<file path="config.mk">
export PLATFORM = sky130hd
export DESIGN_NAME = ugs_adj_matrix
export DESIGN_NICKNAME = d
export VERILOG_FILES = /design/src/rtl/undirected_graph_store_top_assert.svh /design/src/rtl/ugs_pkg.sv /design/src/rtl/ugs_adj_matrix.sv
export SDC_FILE = /design/constraint.sdc
export NUM_CORES = 2
export LEC_CHECK = 0
export BUFFER_PORTS_ARGS = -buffer_cell sky130_fd_sc_hd__buf_2
export CAP_MARGIN = 20
export CORE_MARGIN = 1
export CORE_UTILIZATION = 45
export CTS_BUF_LIST = sky130_fd_sc_hd__clkbuf_4 sky130_fd_sc_hd__clkbuf_8
export DETAILED_ROUTE_END_ITERATION = 8
export GPL_TIMING_DRIVEN = 0
export PLACE_DENSITY = 0.57
export SYNTH_ARGS = -nofsm -noshare
export SYNTH_HDL_FRONTEND = slang
export SYNTH_SLANG_ARGS = --single-unit
</file>
<file path="constraint.sdc">
create_clock -name clk -period 6.9 [get_ports clk]
set_input_delay 0.345 -clock clk [delete_from_list [all_inputs] [get_ports clk]]
set_output_delay 0.345 -clock clk [all_outputs]
set_load 0.02 [all_outputs]
</file>
<file path="src/rtl/undirected_graph_store_top_assert.svh">
// Assertion macros for the undirected graph store.
// Included by the top level; no other dependencies.
`ifndef UNDIRECTED_GRAPH_STORE_TOP_ASSERT_SVH
`define UNDIRECTED_GRAPH_STORE_TOP_ASSERT_SVH
`ifndef SYNTHESIS
`define UGS_ASSERT_IMPLY(name, ck, rstn, ante, cons) \
  name: assert property (@(posedge ck) disable iff (!rstn) (ante) |-> (cons)) \
    else $error("undirected graph store: same-cycle check failed");
`define UGS_ASSERT_NEXT(name, ck, rstn, ante, cons) \
  name: assert property (@(posedge ck) disable iff (!rstn) (ante) |=> (cons)) \
    else $error("undirected graph store: next-cycle check failed");
`else
`define UGS_ASSERT_IMPLY(name, ck, rstn, ante, cons)
`define UGS_ASSERT_NEXT(name, ck, rstn, ante, cons)
`endif
`endif

</file>
<file path="src/rtl/ugs_pkg.sv">
`timescale 1ns / 1ps
// Shared types and constants for the undirected graph store.
// No dependencies.
package ugs_pkg;

  localparam int MAX_NODES_DEF = 64;
  localparam int ID_BITS_DEF   = 64;
  localparam int REQ_W         = 3;
  localparam int STATUS_W      = 3;
  localparam int FIELD_ID_W    = 64;

  localparam logic [REQ_W-1:0] REQ_ADD_NODE = REQ_W'(0);
  localparam logic [REQ_W-1:0] REQ_ADD_EDGE = REQ_W'(1);
  localparam logic [REQ_W-1:0] REQ_REM_NODE = REQ_W'(2);
  localparam logic [REQ_W-1:0] REQ_REM_EDGE = REQ_W'(3);
  localparam logic [REQ_W-1:0] REQ_GET_NODE = REQ_W'(4);
  localparam logic [REQ_W-1:0] REQ_GET_EDGE = REQ_W'(5);

  localparam logic [STATUS_W-1:0] STAT_ERROR   = STATUS_W'(0);
  localparam logic [STATUS_W-1:0] STAT_DONE    = STATUS_W'(1);
  localparam logic [STATUS_W-1:0] STAT_FALSE   = STATUS_W'(2);
  localparam logic [STATUS_W-1:0] STAT_PRESENT = STATUS_W'(3);
  localparam logic [STATUS_W-1:0] STAT_FULL    = STATUS_W'(4);

  typedef enum logic [1:0] {
    ADJ_ZERO,
    ADJ_SET,
    ADJ_CLEAR
  } adj_op_t;

  typedef enum logic [3:0] {
    ST_CLEAR,
    ST_IDLE,
    ST_SCAN,
    ST_SCAN_END,
    ST_DECIDE,
    ST_ROW_RD,
    ST_ROW_CHK,
    ST_ROW_WR,
    ST_SWEEP,
    ST_SWEEP_END,
    ST_RESP
  } ugs_state_t;

  typedef struct packed {
    logic clr;
    logic rd_en;
    logic wr_en;
    logic wr_valid;
  } slot_cmd_t;

  typedef struct packed {
    logic    rd_en;
    logic    wr_en;
    adj_op_t op;
  } adj_cmd_t;

  typedef struct packed {
    logic a_found;
    logic b_found;
    logic free_found;
  } slot_hit_t;

endpackage

</file>
<file path="src/rtl/ugs_adj_matrix.sv">
`timescale 1ns / 1ps
// Adjacency bit matrix: row memory and the shared single-bit row update unit.
// Depends on ugs_pkg.
module ugs_adj_matrix #(
  parameter int MAX_NODES = ugs_pkg::MAX_NODES_DEF
) (
  input  logic                         clk,
  input  ugs_pkg::adj_cmd_t            cmd,
  input  logic [$clog2(MAX_NODES)-1:0] rd_addr,
  input  logic [$clog2(MAX_NODES)-1:0] wr_addr,
  input  logic [$clog2(MAX_NODES)-1:0] col,
  output logic                         row_bit
);
  import ugs_pkg::*;

  logic [MAX_NODES-1:0] mem [0:MAX_NODES-1];
  logic [MAX_NODES-1:0] row_q_r;
  logic [MAX_NODES-1:0] col_mask;
  logic [MAX_NODES-1:0] wr_row;

  assign col_mask = {{(MAX_NODES-1){1'b0}}, 1'b1} << col;

  always_comb begin
    case (cmd.op)
      ADJ_ZERO:  wr_row = '0;
      ADJ_SET:   wr_row = row_q_r | col_mask;
      ADJ_CLEAR: wr_row = row_q_r & ~col_mask;
      default:   wr_row = '0;
    endcase
  end

  always_ff @(posedge clk) begin
    if (cmd.wr_en) begin
      mem[wr_addr] <= wr_row;
    end
    if (cmd.rd_en) begin
      row_q_r <= mem[rd_addr];
    end
  end

  assign row_bit = row_q_r[col];

endmodule

</file>
; ---- Word-level counts from Yosys, hierarchy flattened
; Memory sizes are Yosys's and may differ from the RTL's. A register that Yosys moved wholly into a read port is not among the register bits.
; Index checks and enable logic that the tools add are counted.
[totals]
mem_bits_rw = 4096
n_memories = 1
elab_cells = 13
ff_bits = 0
out_inout_bits = 1
input_bits = 23
[op_classes]
shift = 1
n_bitwise = 3
n_eq_ne = 2
n_lt_le_gt_ge = 1
muxes = 5
[memory_table]
columns = name, depth, word_bits, read_ports, rd_clocked_by_memory_dff, write_ports, line_no
row1 = mem, 64, 64, 1, 1, 1, ugs_adj_matrix.sv:16  ; logic [MAX_NODES-1:0] mem [0:MAX_NODES-1];
[ops]
columns = op, n
row1 = $pmux W64 S2, 1
row2 = $and A64 B64 Y64, 1
row3 = $not A64 Y64, 1
row4 = $or A64 B64 Y64, 1
row5 = $shl A1 B6 Y64 const A, 1
row6 = $lt A6 B7 Y1 const B, 1
row7 = $bmux W1 S6, 1
row8 = $mux W1, 3
row9 = $eq A2 B1 Y1 const B, 1
row10 = $eq A2 B2 Y1 const B, 1

; ---- Logic depth before layout (Yosys ltp)
[depth]
word_depth = 4
depth_mapped = 10
depth_no_buf = 5

; ---- Least setup slack after synthesis
; OpenSTA, ideal clock, no wires.
[synth_timing]
path_type = in2reg
start = in wr_addr[3]
end = mem mem[48][0] (netlist bit), enable pin
stages = 4
path_slack_ns = 1.120
setup_time_ns = 0.564
path_buffers = 1
required_ns = 6.336
arrival_ns = 5.216
path_cell_list = clkbuf_1 nor2b_1 nand4b_1 nor3_1
[synth_lines]
columns = item, line_no
row1 = from (decl), ugs_adj_matrix.sv:10  ; input logic [$clog2(MAX_NODES)-1:0] wr_addr,
row2 = to (decl), ugs_adj_matrix.sv:16
; No word-level cell before the write port.

; ---- Final worst setup path
[layout_timing]
start = reg row_q_r[16] (read register of mem)
end = out row_bit
[layout_via]
elab_chain_len = 2
[layout_lines]
columns = item, line_no
row1 = from (decl), ugs_adj_matrix.sv:17  ; logic [MAX_NODES-1:0] row_q_r;
row2 = $bmux W1 S6, ugs_adj_matrix.sv:41  ; assign row_bit = row_q_r[col];
row3 = $mux W1 (implied by the code), ugs_adj_matrix.sv:41
row4 = to (decl), ugs_adj_matrix.sv:12  ; output logic row_bit
; No other way between the ends. The select of a mux whose other input is x is not followed.

==> impl_metrics.tcl <==
set metrics [dict create \
    setup_slack_ps 2860 \
    core-area_mm2 0.353 \
    initial_utilization_pct 45.3 \
    clock_skew_ps 60.5 \
    fmax_ghz 0.248 \
    synth.yosys.seq_area_share_pct 78.0 \
    grt_usage_pct 28.5 \
    cts-buffers-inserted 670 \
    cts_sinks 4160 \
    fin_nets 8017 \
    hold_path_class "in -> reg" \
    leakagePower_uw 0.0608 \
    hp-start "rd_addr[5]" \
    ys_types 39 \
    die_y_um 599 \
    die_w_um 599 \
    relSlewSlack_pct -4.45 \
    gr-usage-met2_pct 44.8 \
    avgRoutedWirePerCell_um 38.5 \
    first_iter_violations 11479 \
    synthCells 6764 \
    antenna_left 0 \
    drive_gt1_share_pct 36.2 \
    mostFrequentLayoutCell "edfxtp_1" \
    fin_crit_sh_pct 58.5 \
    p_per_area_mw_per_mm2 277 \
    via_count 82219 \
    arrival_ps 3690 \
    ctsResizeCount 0 \
    syn_to_final_growth_pct 17.5 \
    vdd_drop_max_v 0.000211 \
    dr.pass1.iters 9 \
    maxCapViolCount 0 \
    vias_per_cell 6.20 \
    first_global_vias 81803 \
    finalSetupViolations 0 \
    pwr-share-comb_pct 6.6 \
    clkLatencyLatePin_ps 1250 \
    final_cell_mix "edfxtp_1 (4160), mux4_2 (1147), clkbuf_8 (675)" \
    reg2reg_from "mem[14][4]" \
    cp-end-kind "output pin" \
    p_seq_share_pct 53.9 \
    path_class "reg -> out" \
    cts_buffer_depth 4 \
    io_buffers 13 \
    power.internal_uw 40000 \
    grt-ovfl-total 0 \
    num_rows 218 \
    setup_tns_ps 0 \
    dpl_worst_slack_ps 1990 \
    rsz0062_at_grt "false" \
    grt-busiest-layer "met2" \
    grt_pass1_wl_um 687000 \
    cts_tree "yes" \
    htreeDepth 6 \
    slew_viol_final 1 \
    syn_area_per_cell_um2 23.7 \
    fillers 27009 \
    tightest_slew_ps 1570 \
    crit_path_start_kind "flop" \
    synth_nets 6789 \
    dp_hpwl_um 352000 \
    yosysWarnings 0 \
    use_met3_pct 5.78 \
    root_buffer "clkbuf_8" \
    wl_um 511000 \
    fin_crit_ps 4040 \
    dieArea_mm2 0.358 \
    p_total_uw 52200 \
    syn_area_mm2 0.160 \
    p_sw_uw 12200 \
    finalHoldViolations 0 \
    ioPinCount 24 \
    switching_share_pct 23.3 \
    drc 2 \
    pwr-share-clk_pct 39.5 \
    startpoint "row_q_r[16]" \
    antenna_found_initial 38 \
    cp_max_fo 2 \
    dp.cells 12032 \
    ys_ff_latch 4160 \
    clk_pin_slew_ps 60 \
    violations "design-rule violations, max-slew violations" \
    gp_congestion 0.938 \
    status "finished, violations left" \
    grt_use_met1_pct 38.5 \
    cp.required_ps 6550 \
    stdcell_count 13258 \
    grt_max_degree 49 \
]
power by group through the flow:
stage / clock network, uW / registers (uW) / logic, uW
final: 20600 / 28200 / 3450
after global routing: 21900 / 28100 / 3550
after CTS: 20900 / 28100 / 3410
after detailed placement: 0 / 28700 / 3400
after global placement: 0 / 28800 / 3000
after floorplan: 0 / 28700 / 1710
final timing paths:
path                                    end  slack, ps  depth (start not counted)
worst max-delay path                row_bit       2860                          6
worst min-delay path            row_q_r[32]        130                          5
worst max register to register   row_q_r[4]       4070                          4
worst min register to register  mem[62][62]        820                          2
layout make-up:
cell class                      count  area, um2  share of cell area, %
Clock buffer                      938      11300                   5.99
Sequential cell                  4160     125000                   66.4
Multi-Input combinational cell   2210      34100                   18.1
Inverter                            3       11.3                0.00598
Antenna cell                       19       47.5                 0.0253
Timing Repair Buffer              556       8510                   4.52
Clock inverter                    251       1500                  0.797
Tap cell                         4730       5920                   3.14
Buffer                            391       1940                   1.03
metrics by stage:
step / instance area [um2] / utilization (%) / hold WS (ps)
finish: 188000 / 53.3 / 132
global route: 188000 / 53.3 / 128
CTS: 188000 / 53.2 / 14.5
detailed placement: 175000 / 49.6 / 794
global placement: 166000 / 47.0 / 1040
floorplan: 160000 / - / 457
logic make-up after synthesis:
family / synth area share, %
flops: 78.0
mux: 18.4
buf+inv: 1.20
compound gates: 1.50
simple gates: 0.836
fa+ha+maj: 0.0156
flip-flops by register name (all words and copies together) (netlist names):
| name | cells |
|---|---|
| row_q_r | 64 |
| mem | 4096 |
Yosys cell counts:
cell type,count,share of area [%]
o221ai_1,25,0.14
ha_1,2,0.016
edfxtp_1,4160,78
nor4_1,1,0.0039
nand2b_1,12,0.047
o211ai_1,12,0.056
a22oi_1,68,0.32
nand2_1,99,0.23
mux2i_1,354,2.2
buf_1,45,0.11
nand4b_1,1,0.0055
a211o_1,12,0.066
nand3b_1,2,0.0094
buf_4,59,0.28
buf_2,104,0.33
nor2_1,93,0.22
buf_6,12,0.084
nand4_1,2,0.0078
a21oi_1,192,0.60
clkbuf_4,1,0.0047
o21ai_0,18,0.056
mux2_2,12,0.084
nand3_1,5,0.016
and2_1,3,0.012
o22ai_1,26,0.10
or3_1,1,0.0039
clkbuf_1,170,0.40
o21ai_1,17,0.053
mux4_2,1147,16
inv_1,3,0.0070
or4_1,1,0.0047
a21boi_0,1,0.0047
a221oi_1,17,0.093
nor2b_1,10,0.039
o21ba_2,1,0.0063
or2_2,1,0.0039
a211oi_1,1,0.0047
or3b_2,1,0.0055
nor3_1,73,0.23
repair_timing:
item | 4_1_cts | 5_1_grt
hold endpoints to repair | 155 | 0
buffers inserted | 0 | 0
hold buffers | 8 | 0
critical path: stages (launching register included):
cell,delay [ps]
edfxtp_1,530
mux4_2,560
mux4_2,510
nor2b_1,150
a211oi_1,260
a21oi_1,210
buf_2,260
routing by layer:
metal / vias to the layer above / share of wire [%]
met1: 44860 / 39
met2: 4553 / 47
met5: - / 0.010
met3: 1044 / 9.2
met4: 8 / 5.2
li1: 31754 / -
Note: power is estimated with default switching activity, not from simulation.
