===== config.mk =====
export PLATFORM = sky130hd
export DESIGN_NAME = ugs_seq
export DESIGN_NICKNAME = d
export VERILOG_FILES = /design/src/rtl/undirected_graph_store_top_assert.svh /design/src/rtl/ugs_pkg.sv /design/src/rtl/ugs_seq.sv
export SDC_FILE = /design/constraint.sdc
export NUM_CORES = 1
export LEC_CHECK = 0
export ABC_CLOCK_PERIOD_IN_PS = 6900
export BUFFER_PORTS_ARGS = -buffer_cell sky130_fd_sc_hd__clkbuf_2
export CAP_MARGIN = 30
export CORE_ASPECT_RATIO = 0.5
export CORE_UTILIZATION = 49
export CTS_CLUSTER_DIAMETER = 200
export CTS_CLUSTER_SIZE = 12
export DETAILED_ROUTE_END_ITERATION = 16
export GPL_ROUTABILITY_DRIVEN = 1
export PLACE_DENSITY = 0.91
export SYNTH_ARGS = -nofsm -noshare
export SYNTH_HDL_FRONTEND = slang
export SYNTH_SLANG_ARGS = --single-unit

===== constraint.sdc =====
create_clock -name clk -period 6.9 [get_ports clk]
set_input_delay 0.69 -clock clk [delete_from_list [all_inputs] [get_ports clk]]
set_output_delay 0.69 -clock clk [all_outputs]
set_load 0.01 [all_outputs]

===== src/rtl/undirected_graph_store_top_assert.svh =====
// Assertion macros for the undirected graph store.
// Included by the top level; no other dependencies.
`ifndef UNDIRECTED_GRAPH_STORE_TOP_ASSERT_SVH
`define UNDIRECTED_GRAPH_STORE_TOP_ASSERT_SVH
`ifndef SYNTHESIS
`define UGS_ASSERT_IMPLY(name, ck, rstn, ante, cons) \
  name: assert property (@(posedge ck) disable iff (!rstn) (ante) |-> (cons)) \
    else $error("undirected graph store: same-cycle check failed");
`define UGS_ASSERT_NEXT(name, ck, rstn, ante, cons) \
  name: assert property (@(posedge ck) disable iff (!rstn) (ante) |=> (cons)) \
    else $error("undirected graph store: next-cycle check failed");
`else
`define UGS_ASSERT_IMPLY(name, ck, rstn, ante, cons)
`define UGS_ASSERT_NEXT(name, ck, rstn, ante, cons)
`endif
`endif


===== src/rtl/ugs_pkg.sv =====
`timescale 1ns / 1ps
// Shared types and constants for the undirected graph store.
// No dependencies.
package ugs_pkg;

  localparam int MAX_NODES_DEF = 64;
  localparam int ID_BITS_DEF   = 64;
  localparam int REQ_W         = 3;
  localparam int STATUS_W      = 3;
  localparam int FIELD_ID_W    = 64;

  localparam logic [REQ_W-1:0] REQ_ADD_NODE = REQ_W'(0);
  localparam logic [REQ_W-1:0] REQ_ADD_EDGE = REQ_W'(1);
  localparam logic [REQ_W-1:0] REQ_REM_NODE = REQ_W'(2);
  localparam logic [REQ_W-1:0] REQ_REM_EDGE = REQ_W'(3);
  localparam logic [REQ_W-1:0] REQ_GET_NODE = REQ_W'(4);
  localparam logic [REQ_W-1:0] REQ_GET_EDGE = REQ_W'(5);

  localparam logic [STATUS_W-1:0] STAT_ERROR   = STATUS_W'(0);
  localparam logic [STATUS_W-1:0] STAT_DONE    = STATUS_W'(1);
  localparam logic [STATUS_W-1:0] STAT_FALSE   = STATUS_W'(2);
  localparam logic [STATUS_W-1:0] STAT_PRESENT = STATUS_W'(3);
  localparam logic [STATUS_W-1:0] STAT_FULL    = STATUS_W'(4);

  typedef enum logic [1:0] {
    ADJ_ZERO,
    ADJ_SET,
    ADJ_CLEAR
  } adj_op_t;

  typedef enum logic [3:0] {
    ST_CLEAR,
    ST_IDLE,
    ST_SCAN,
    ST_SCAN_END,
    ST_DECIDE,
    ST_ROW_RD,
    ST_ROW_CHK,
    ST_ROW_WR,
    ST_SWEEP,
    ST_SWEEP_END,
    ST_RESP
  } ugs_state_t;

  typedef struct packed {
    logic clr;
    logic rd_en;
    logic wr_en;
    logic wr_valid;
  } slot_cmd_t;

  typedef struct packed {
    logic    rd_en;
    logic    wr_en;
    adj_op_t op;
  } adj_cmd_t;

  typedef struct packed {
    logic a_found;
    logic b_found;
    logic free_found;
  } slot_hit_t;

endpackage


===== src/rtl/ugs_seq.sv =====
`timescale 1ns / 1ps
// Request sequencer: handshakes, clearing pass, slot scan and row walks.
// Depends on ugs_pkg.
module ugs_seq #(
  parameter int MAX_NODES = ugs_pkg::MAX_NODES_DEF,
  parameter int ID_BITS   = ugs_pkg::ID_BITS_DEF
) (
  input  logic                             clk,
  input  logic                             rst_n,
  input  logic                             in_valid,
  output logic                             in_ready,
  input  logic [ugs_pkg::REQ_W-1:0]        in_req_type,
  input  logic [ugs_pkg::FIELD_ID_W-1:0]   in_first_id,
  input  logic [ugs_pkg::FIELD_ID_W-1:0]   in_second_id,
  output logic                             out_valid,
  input  logic                             out_ready,
  output logic [ugs_pkg::STATUS_W-1:0]     out_status,
  output ugs_pkg::slot_cmd_t               slot_cmd,
  output logic [$clog2(MAX_NODES)-1:0]     slot_rd_addr,
  output logic [$clog2(MAX_NODES)-1:0]     slot_wr_addr,
  output logic [ID_BITS-1:0]               ida,
  output logic [ID_BITS-1:0]               idb,
  input  ugs_pkg::slot_hit_t               hit,
  input  logic [$clog2(MAX_NODES)-1:0]     a_idx,
  input  logic [$clog2(MAX_NODES)-1:0]     b_idx,
  input  logic [$clog2(MAX_NODES)-1:0]     free_idx,
  output ugs_pkg::adj_cmd_t                adj_cmd,
  output logic [$clog2(MAX_NODES)-1:0]     adj_rd_addr,
  output logic [$clog2(MAX_NODES)-1:0]     adj_wr_addr,
  output logic [$clog2(MAX_NODES)-1:0]     adj_col,
  input  logic                             row_bit
);
  import ugs_pkg::*;

  localparam int IW = $clog2(MAX_NODES);

  ugs_state_t           state_r;
  ugs_state_t           state_nxt;
  logic [IW-1:0]        cnt_r;
  logic [IW-1:0]        cnt_nxt;
  logic [STATUS_W-1:0]  status_r;
  logic [STATUS_W-1:0]  status_nxt;
  logic [REQ_W-1:0]     kind_r;
  logic [ID_BITS-1:0]   ida_r;
  logic [ID_BITS-1:0]   idb_r;
  logic                 sw_pend_r;
  logic [IW-1:0]        sw_idx_r;
  logic                 last;
  logic                 both_found;
  logic                 edge_write;

  assign last       = (cnt_r == IW'(MAX_NODES - 1));
  assign both_found = hit.a_found && hit.b_found;
  assign edge_write = ((kind_r == REQ_ADD_EDGE) && !row_bit) ||
                      ((kind_r == REQ_REM_EDGE) && row_bit);

  always_ff @(posedge clk) begin
    if (!rst_n) begin
      state_r   <= ST_CLEAR;
      cnt_r     <= '0;
      sw_pend_r <= 1'b0;
    end else begin
      state_r   <= state_nxt;
      cnt_r     <= cnt_nxt;
      sw_pend_r <= (state_r == ST_SWEEP);
    end
  end

  always_ff @(posedge clk) begin
    status_r <= status_nxt;
    sw_idx_r <= cnt_r;
    if (in_valid && in_ready) begin
      kind_r <= in_req_type;
      ida_r  <= in_first_id[ID_BITS-1:0];
      idb_r  <= in_second_id[ID_BITS-1:0];
    end
  end

  always_comb begin
    state_nxt = state_r;
    case (state_r)
      ST_CLEAR:     if (last) state_nxt = ST_IDLE;
      ST_IDLE:      if (in_valid) state_nxt = ST_SCAN;
      ST_SCAN:      if (last) state_nxt = ST_SCAN_END;
      ST_SCAN_END:  state_nxt = ST_DECIDE;
      ST_DECIDE: begin
        state_nxt = ST_RESP;
        case (kind_r)
          REQ_ADD_EDGE: if (both_found && (ida_r != idb_r)) state_nxt = ST_ROW_RD;
          REQ_REM_NODE: if (hit.a_found) state_nxt = ST_SWEEP;
          REQ_REM_EDGE: if (both_found) state_nxt = ST_ROW_RD;
          REQ_GET_EDGE: if (both_found) state_nxt = ST_ROW_RD;
          default:      state_nxt = ST_RESP;
        endcase
      end
      ST_ROW_RD:    state_nxt = ST_ROW_CHK;
      ST_ROW_CHK:   state_nxt = edge_write ? ST_ROW_WR : ST_RESP;
      ST_ROW_WR:    state_nxt = ST_RESP;
      ST_SWEEP:     if (last) state_nxt = ST_SWEEP_END;
      ST_SWEEP_END: state_nxt = ST_RESP;
      ST_RESP:      if (out_ready) state_nxt = ST_IDLE;
      default:      state_nxt = ST_CLEAR;
    endcase
  end

  always_comb begin
    cnt_nxt    = '0;
    status_nxt = status_r;
    case (state_r)
      ST_CLEAR, ST_SCAN, ST_SWEEP: begin
        cnt_nxt = last ? '0 : cnt_r + IW'(1);
      end
      ST_DECIDE: begin
        case (kind_r)
          REQ_ADD_NODE: begin
            if (hit.a_found) begin
              status_nxt = STAT_PRESENT;
            end else if (hit.free_found) begin
              status_nxt = STAT_DONE;
            end else begin
              status_nxt = STAT_FULL;
            end
          end
          REQ_GET_NODE: status_nxt = hit.a_found ? STAT_DONE : STAT_FALSE;
          default:      status_nxt = STAT_ERROR;
        endcase
      end
      ST_ROW_CHK: begin
        case (kind_r)
          REQ_ADD_EDGE: status_nxt = row_bit ? STAT_PRESENT : STAT_DONE;
          REQ_REM_EDGE: status_nxt = row_bit ? STAT_DONE : STAT_ERROR;
          REQ_GET_EDGE: status_nxt = row_bit ? STAT_DONE : STAT_FALSE;
          default:      status_nxt = STAT_ERROR;
        endcase
      end
      ST_SWEEP_END: status_nxt = STAT_DONE;
      default:      cnt_nxt = '0;
    endcase
  end

  always_comb begin
    in_ready     = (state_r == ST_IDLE);
    out_valid    = (state_r == ST_RESP);
    slot_cmd     = '0;
    slot_rd_addr = cnt_r;
    slot_wr_addr = cnt_r;
    adj_cmd      = '{rd_en: 1'b0, wr_en: 1'b0, op: ADJ_ZERO};
    adj_rd_addr  = cnt_r;
    adj_wr_addr  = cnt_r;
    adj_col      = a_idx;
    case (state_r)
      ST_CLEAR: begin
        slot_cmd.wr_en = 1'b1;
        adj_cmd.wr_en  = 1'b1;
      end
      ST_IDLE: slot_cmd.clr = 1'b1;
      ST_SCAN: slot_cmd.rd_en = 1'b1;
      ST_DECIDE: begin
        slot_wr_addr      = free_idx;
        slot_cmd.wr_valid = 1'b1;
        slot_cmd.wr_en    = (kind_r == REQ_ADD_NODE) && !hit.a_found && hit.free_found;
      end
      ST_ROW_RD: begin
        adj_cmd.rd_en = 1'b1;
        adj_rd_addr   = a_idx;
      end
      ST_ROW_CHK: begin
        adj_col       = b_idx;
        adj_wr_addr   = a_idx;
        adj_rd_addr   = b_idx;
        adj_cmd.op    = (kind_r == REQ_ADD_EDGE) ? ADJ_SET : ADJ_CLEAR;
        adj_cmd.wr_en = edge_write;
        adj_cmd.rd_en = edge_write;
      end
      ST_ROW_WR: begin
        adj_wr_addr   = b_idx;
        adj_cmd.op    = (kind_r == REQ_ADD_EDGE) ? ADJ_SET : ADJ_CLEAR;
        adj_cmd.wr_en = 1'b1;
      end
      ST_SWEEP, ST_SWEEP_END: begin
        adj_cmd.rd_en = (state_r == ST_SWEEP);
        adj_wr_addr   = sw_idx_r;
        adj_cmd.wr_en = sw_pend_r;
        adj_cmd.op    = (sw_idx_r == a_idx) ? ADJ_ZERO : ADJ_CLEAR;
        slot_wr_addr  = a_idx;
        slot_cmd.wr_en = (state_r == ST_SWEEP_END);
      end
      default: begin
        slot_cmd = '0;
      end
    endcase
  end

  assign out_status = status_r;
  assign ida        = ida_r;
  assign idb        = idb_r;

endmodule


== Word-level counts from Yosys, hierarchy flattened ==
Cells that the tools add are included.
Storage, ports and cells
  register bits after elaboration: 151
  input bits: 157
  logic and storage cells: 88
Cells by class
  add/subtract/negate cells: 1
  equality and inequality tests: 23
  mux-type cells: 33
  bitwise logic cells: 2
  reductions and logical operators: 21
Operator list (number)
  != test 64 bit: 1
  one-hot mux 4 bit (10 select lines): 1
  2-to-1 mux 4 bit: 8
  one-hot mux 6 bit (2 select lines): 2
  one-hot mux 6 bit (3 select lines): 1
  equality test 4 x 3 -> 1 bit, second input constant: 4
  equality test 4 bit, second input constant: 3
  2-to-1 mux 2 bit: 6
  one-hot mux 4 bit (3 select lines): 1
  OR reduction 2 bit: 5
  one-hot mux 1 bit (3 select lines): 3
  one-hot mux 3 bit (3 select lines): 1
  equality test 4 x 2 -> 1 bit, second input constant: 2
  != test 2 bit, second input constant: 4
  logical AND 1 bit: 7
  adder 6 x 1 -> 6 bit, second input constant: 1
  equality test 3 x 2 -> 1 bit, second input constant: 2
  equality test 3 bit, second input constant: 2
  equality test 6 bit: 1
  equality test 6 bit, second input constant: 1
  2-to-1 mux 3 bit: 2
  2-to-1 mux 6 bit: 1
  one-hot mux 2 bit (3 select lines): 1
  one-hot mux 3 bit (2 select lines): 1
  13 further kinds: 19

== Depth between registers and ports, before layout ==
  depth in word-level cells: 5
  depth in mapped cells: 7

== Worst setup path before layout ==
OpenSTA, ideal clock, no wires.
  path kind: reg2reg
  start: register state_r[1]
  end: register ida_r[0] (netlist: ida[0]), enable pin
  library setup time: 0.505 ns
  arrival time: 4.195 ns
  data required time: 6.395 ns
  setup slack: 2.200 ns
  cell stages (with the launch flop): 5
  buffers on the path: 2
  path through: dfxtp_1 -> buf_4 -> clkbuf_1 -> nor3_1 -> and2_1
Between the ends
  word-level cells in the longest chain between the ends: 2
RTL lines
  from (decl): line ugs_seq.sv:37  | ugs_state_t state_r;
  from (signal assigned): line ugs_seq.sv:63  | state_r <= state_nxt;
  equality test 4 x 1 -> 1 bit: line ugs_seq.sv:142  | in_ready = (state_r == ST_IDLE);
  named net in_ready: line ugs_seq.sv:11  | output logic in_ready,
  logical AND 1 bit: line ugs_seq.sv:72  | if (in_valid && in_ready) begin
  to (signal assigned): line ugs_seq.sv:74  | ida_r <= in_first_id[ID_BITS-1:0];
  to (decl): line ugs_seq.sv:44  | logic [ID_BITS-1:0] ida_r;
The timed path passes the listed nets, and every way through them passes these cells.
A chain may end at the register's enable or synchronous reset.

== Final worst setup path ==
  start: register state_r[1]
  end: output adj_rd_addr[0]
Between the ends
  word-level cells in the longest chain between the ends: 2
  elaborated cells between the ends (all ways): 3
  those cells by class: eq/ne (2); mux (1)
RTL lines
  equality test 4 x 3 -> 1 bit: line ugs_seq.sv:151  | case (state_r)
  one-hot mux 6 bit (2 select lines) (*): line ugs_seq.sv:151
  to (decl): line ugs_seq.sv:28  | output logic [$clog2(MAX_NODES)-1:0] adj_rd_addr,
Mark *: on every way between the ends. The rest lies on a longest branch, timed or not.

==> flow_summary.toml <==
[run_status]
status = "finished clean"

[worst_setup_path]
critPathKind = "register to primary output"
arrival_ns = 2.84
crit_path_cell_trace = "nand2b_1 -> nor2_1 -> nor2_1 -> nand2_1 -> nand3_1 -> clkbuf_2"
crit_top_cell = "nor2_1"
cp-startpoint = "state_r[1]"
r2r_start = "state_r[0]"
ff2ff_path_depth = 5
endpoint_kind = "primary output"
worst_path_largest_cell_delay_ns = 0.84
cp_slowest_cell = "dfxtp_1"
cp.required_ns = 6.21
crit_path_start_kind = "register"
cp_max_fo = 23

[cts]
cts_num_sinks = 151
numCtsBuffers = 17
cts_root_buf = "clkbuf_16"
htree_levels = 4
cts_hold_buf = 0
cts_tree = "yes"
cts.clk_slew.worst_paths_ns = 0.07
clockBufferDepth = 2
clk_latency_ns = 0.41
post_cts_buffers = 0
ctsResizeCount = 0

[synth]
netlist.area_leader.share_pct = 64.1
syn-cell-area_sq_mm = 0.00627
synth_area_leaders = "edfxtp_1 64%, xor2_1 8.2%, dfxtp_1 5.4%, nand2_1 3.2%, nor2_1 2.5%"
yosysUniqueCellTypes = 47
syn-instance-count = 464
synth_top_cell_by_area = "edfxtp_1"
synth_most_common_cell = "edfxtp_1"
netlist_top_cells_count = "134 x edfxtp_1, 59 x xor2_1, 53 x nand2_1"
synth_edf_count = 134
ys_async_sr_fraction_pct = 0
synth_seq_cells = 151
yosysWarnings = 0
synth-seq-area-share_pct = 69.6
synth_ff_type = "edfxtp_1"
synthesis.nets = 622
synth.avg_cell_area_sq_um = 13.5

[layout]
diodes = 0
layout-drive-gt1-share_pct = 45.2
postLayoutCellArea_sq_mm = 0.00869
nets = 959
syn_to_final_growth_pct = 38.6
fillCellCount = 851

[power]
powerDensity_mw_per_mm2 = 231
vdd_ir_drop_max_mv = 0.226
p_total_uw = 2010
power_leakage_uw = 0.00380

[floorplanning]
design.core.area_sq_mm = 0.0122
initial_core_util_pct = 51.6
rows = 28
pin_count = 328
fp.dieH_um = 82.0
dieArea_sq_mm = 0.0133
die_x_um = 162

[grt]
antenna_found_initial = 0
grt_pass1_vias = 4832
grt_util_all_layers_pct = 25.4
grt_pass1_wl_mm = 25.2
grt_overflow = 0
grt_max_degree = 75

[timing]
drv_slew = 0
min_period_over_period_pct = 51.2
rsz0062_at_grt = "no"
tns_ns = 0
post-route-min-period_ns = 3.53
relSlewSlack_pct = 37.8
setup_viol = 0
fin_worst_skew_ns = 0.00816
timing.final.hold_violations = 0
fmax_mhz = 283
worst_pin_slew_ns = 0.930

[min_path]
worst_hold_startpoint = "in_second_id[51]"
min_path_cells = 1
hp-class = "input pin to register"

[routing]
dr.pass1.iters = 6
vias_per_cell = 5.19
drc = 0
ant_nets = 0
routed_wl_mm = 17.2
via_count = 5085
avgRoutedWirePerCell_um = 17.6
drt_iter0_drc = 452

[place]
dpl_cell_area_sq_mm = 0.00807
dp_hpwl_mm = 13.3
place_congestion = 0.885
io_buffers = 327

[flow_run]
maxCapViolations = 0
layout by cell type, fill, tap and decap left out, types with 2 or more instances in the layout:
master,n
nand2_1,53
o21ai_0,10
a21oi_1,18
nor3_1,12
clkinv_4,3
and2_1,2
nor2_1,42
clkinvlp_4,2
nand2b_1,6
nor3_2,2
and3_1,3
edfxtp_1,134
a222oi_1,3
nand4_1,7
nand3b_1,2
a22oi_1,6
or3_1,2
nand3_1,12
bufinv_16,2
xor2_1,59
inv_8,3
nor4_1,14
nor2b_1,7
xnor2_1,16
inv_1,4
dfxtp_1,17
inv_6,3
clkbuf_16,17
clkbuf_2,327
kinds of logic after synthesis:
logic type	Yosys count	share of synthesized area, %
AOI/OAI and AO/OA	52	5.40
buffers and inverters	15	1.14
and+or+nand+nor	170	13.2
DFF	151	69.6
xor gates and xnor gates	75	10.5
adders and majority gates	1	0.199
worst max-delay path: cells and delay by family (launching register included):
kind / cells / cell delay (ns)
AND/OR/NAND/NOR: 5 / 1.43
flip-flops: 1 / 0.84
buffers and inverters: 1 / 0.15
final timing paths:
kind,endpoint,slack (ns)
setup / recovery,adj_rd_addr[0],3.37
hold / removal,idb[51],0.45
setup reg to reg,idb[63],4.03
hold reg to reg,sw_idx_r[1],0.47
per-layer routing:
metal / global-route usage, % / vias to the layer above / routed length (um)
met2: 45.2 / 235 / 9120
met5: 0 / - / 0
met1: 30.8 / 2442 / 6760
li1: - / 2383 / -
met4: 7.92 / 0 / 219
met3: 6.46 / 25 / 1110
registers in the layout (all words and copies together) (netlist names):
signal / count
slot_rd_addr: 6
idb: 64
sw_pend_r: 1
kind_r: 3
out_status: 3
sw_idx_r: 6
ida: 64
state_r: 4
where the power goes:
group | switching, uW | total (uW) | internal (uW)
combinational | 33.6 | 76.2 | 42.6
clock | 391 | 936 | 545
sequential | 4.65 | 1000 | 996
total | 429 | 2010 | 1580
through the flow:
| stage | util [%] | instances | hold slack [ns] | setup slack [ns] |
|---|---|---|---|---|
| after detailed placement | 66.4 | 946 | 0.460 | 3.74 |
| final | 71.5 | 979 | 0.452 | 3.37 |
| after global routing | 71.5 | 979 | 0.434 | 3.09 |
| after CTS | 71.3 | 978 | 0.441 | 3.35 |
| after global placement | 66.4 | 946 | 0.455 | 3.92 |
| after floorplan | - | 464 | 0.444 | 2.20 |
final cells by class:
cell class              instances  area (sq um)  area share, %
multi-input cells             298          1840           21.2
inverters                       4          15.0          0.173
well taps                     165           206           2.37
clock inverters                14           166           1.91
repair buffers                329          1670           19.2
clock buffers                  18           429           4.94
flip-flops and latches        151          4360           50.2
(Power assumes the default switching activity.)
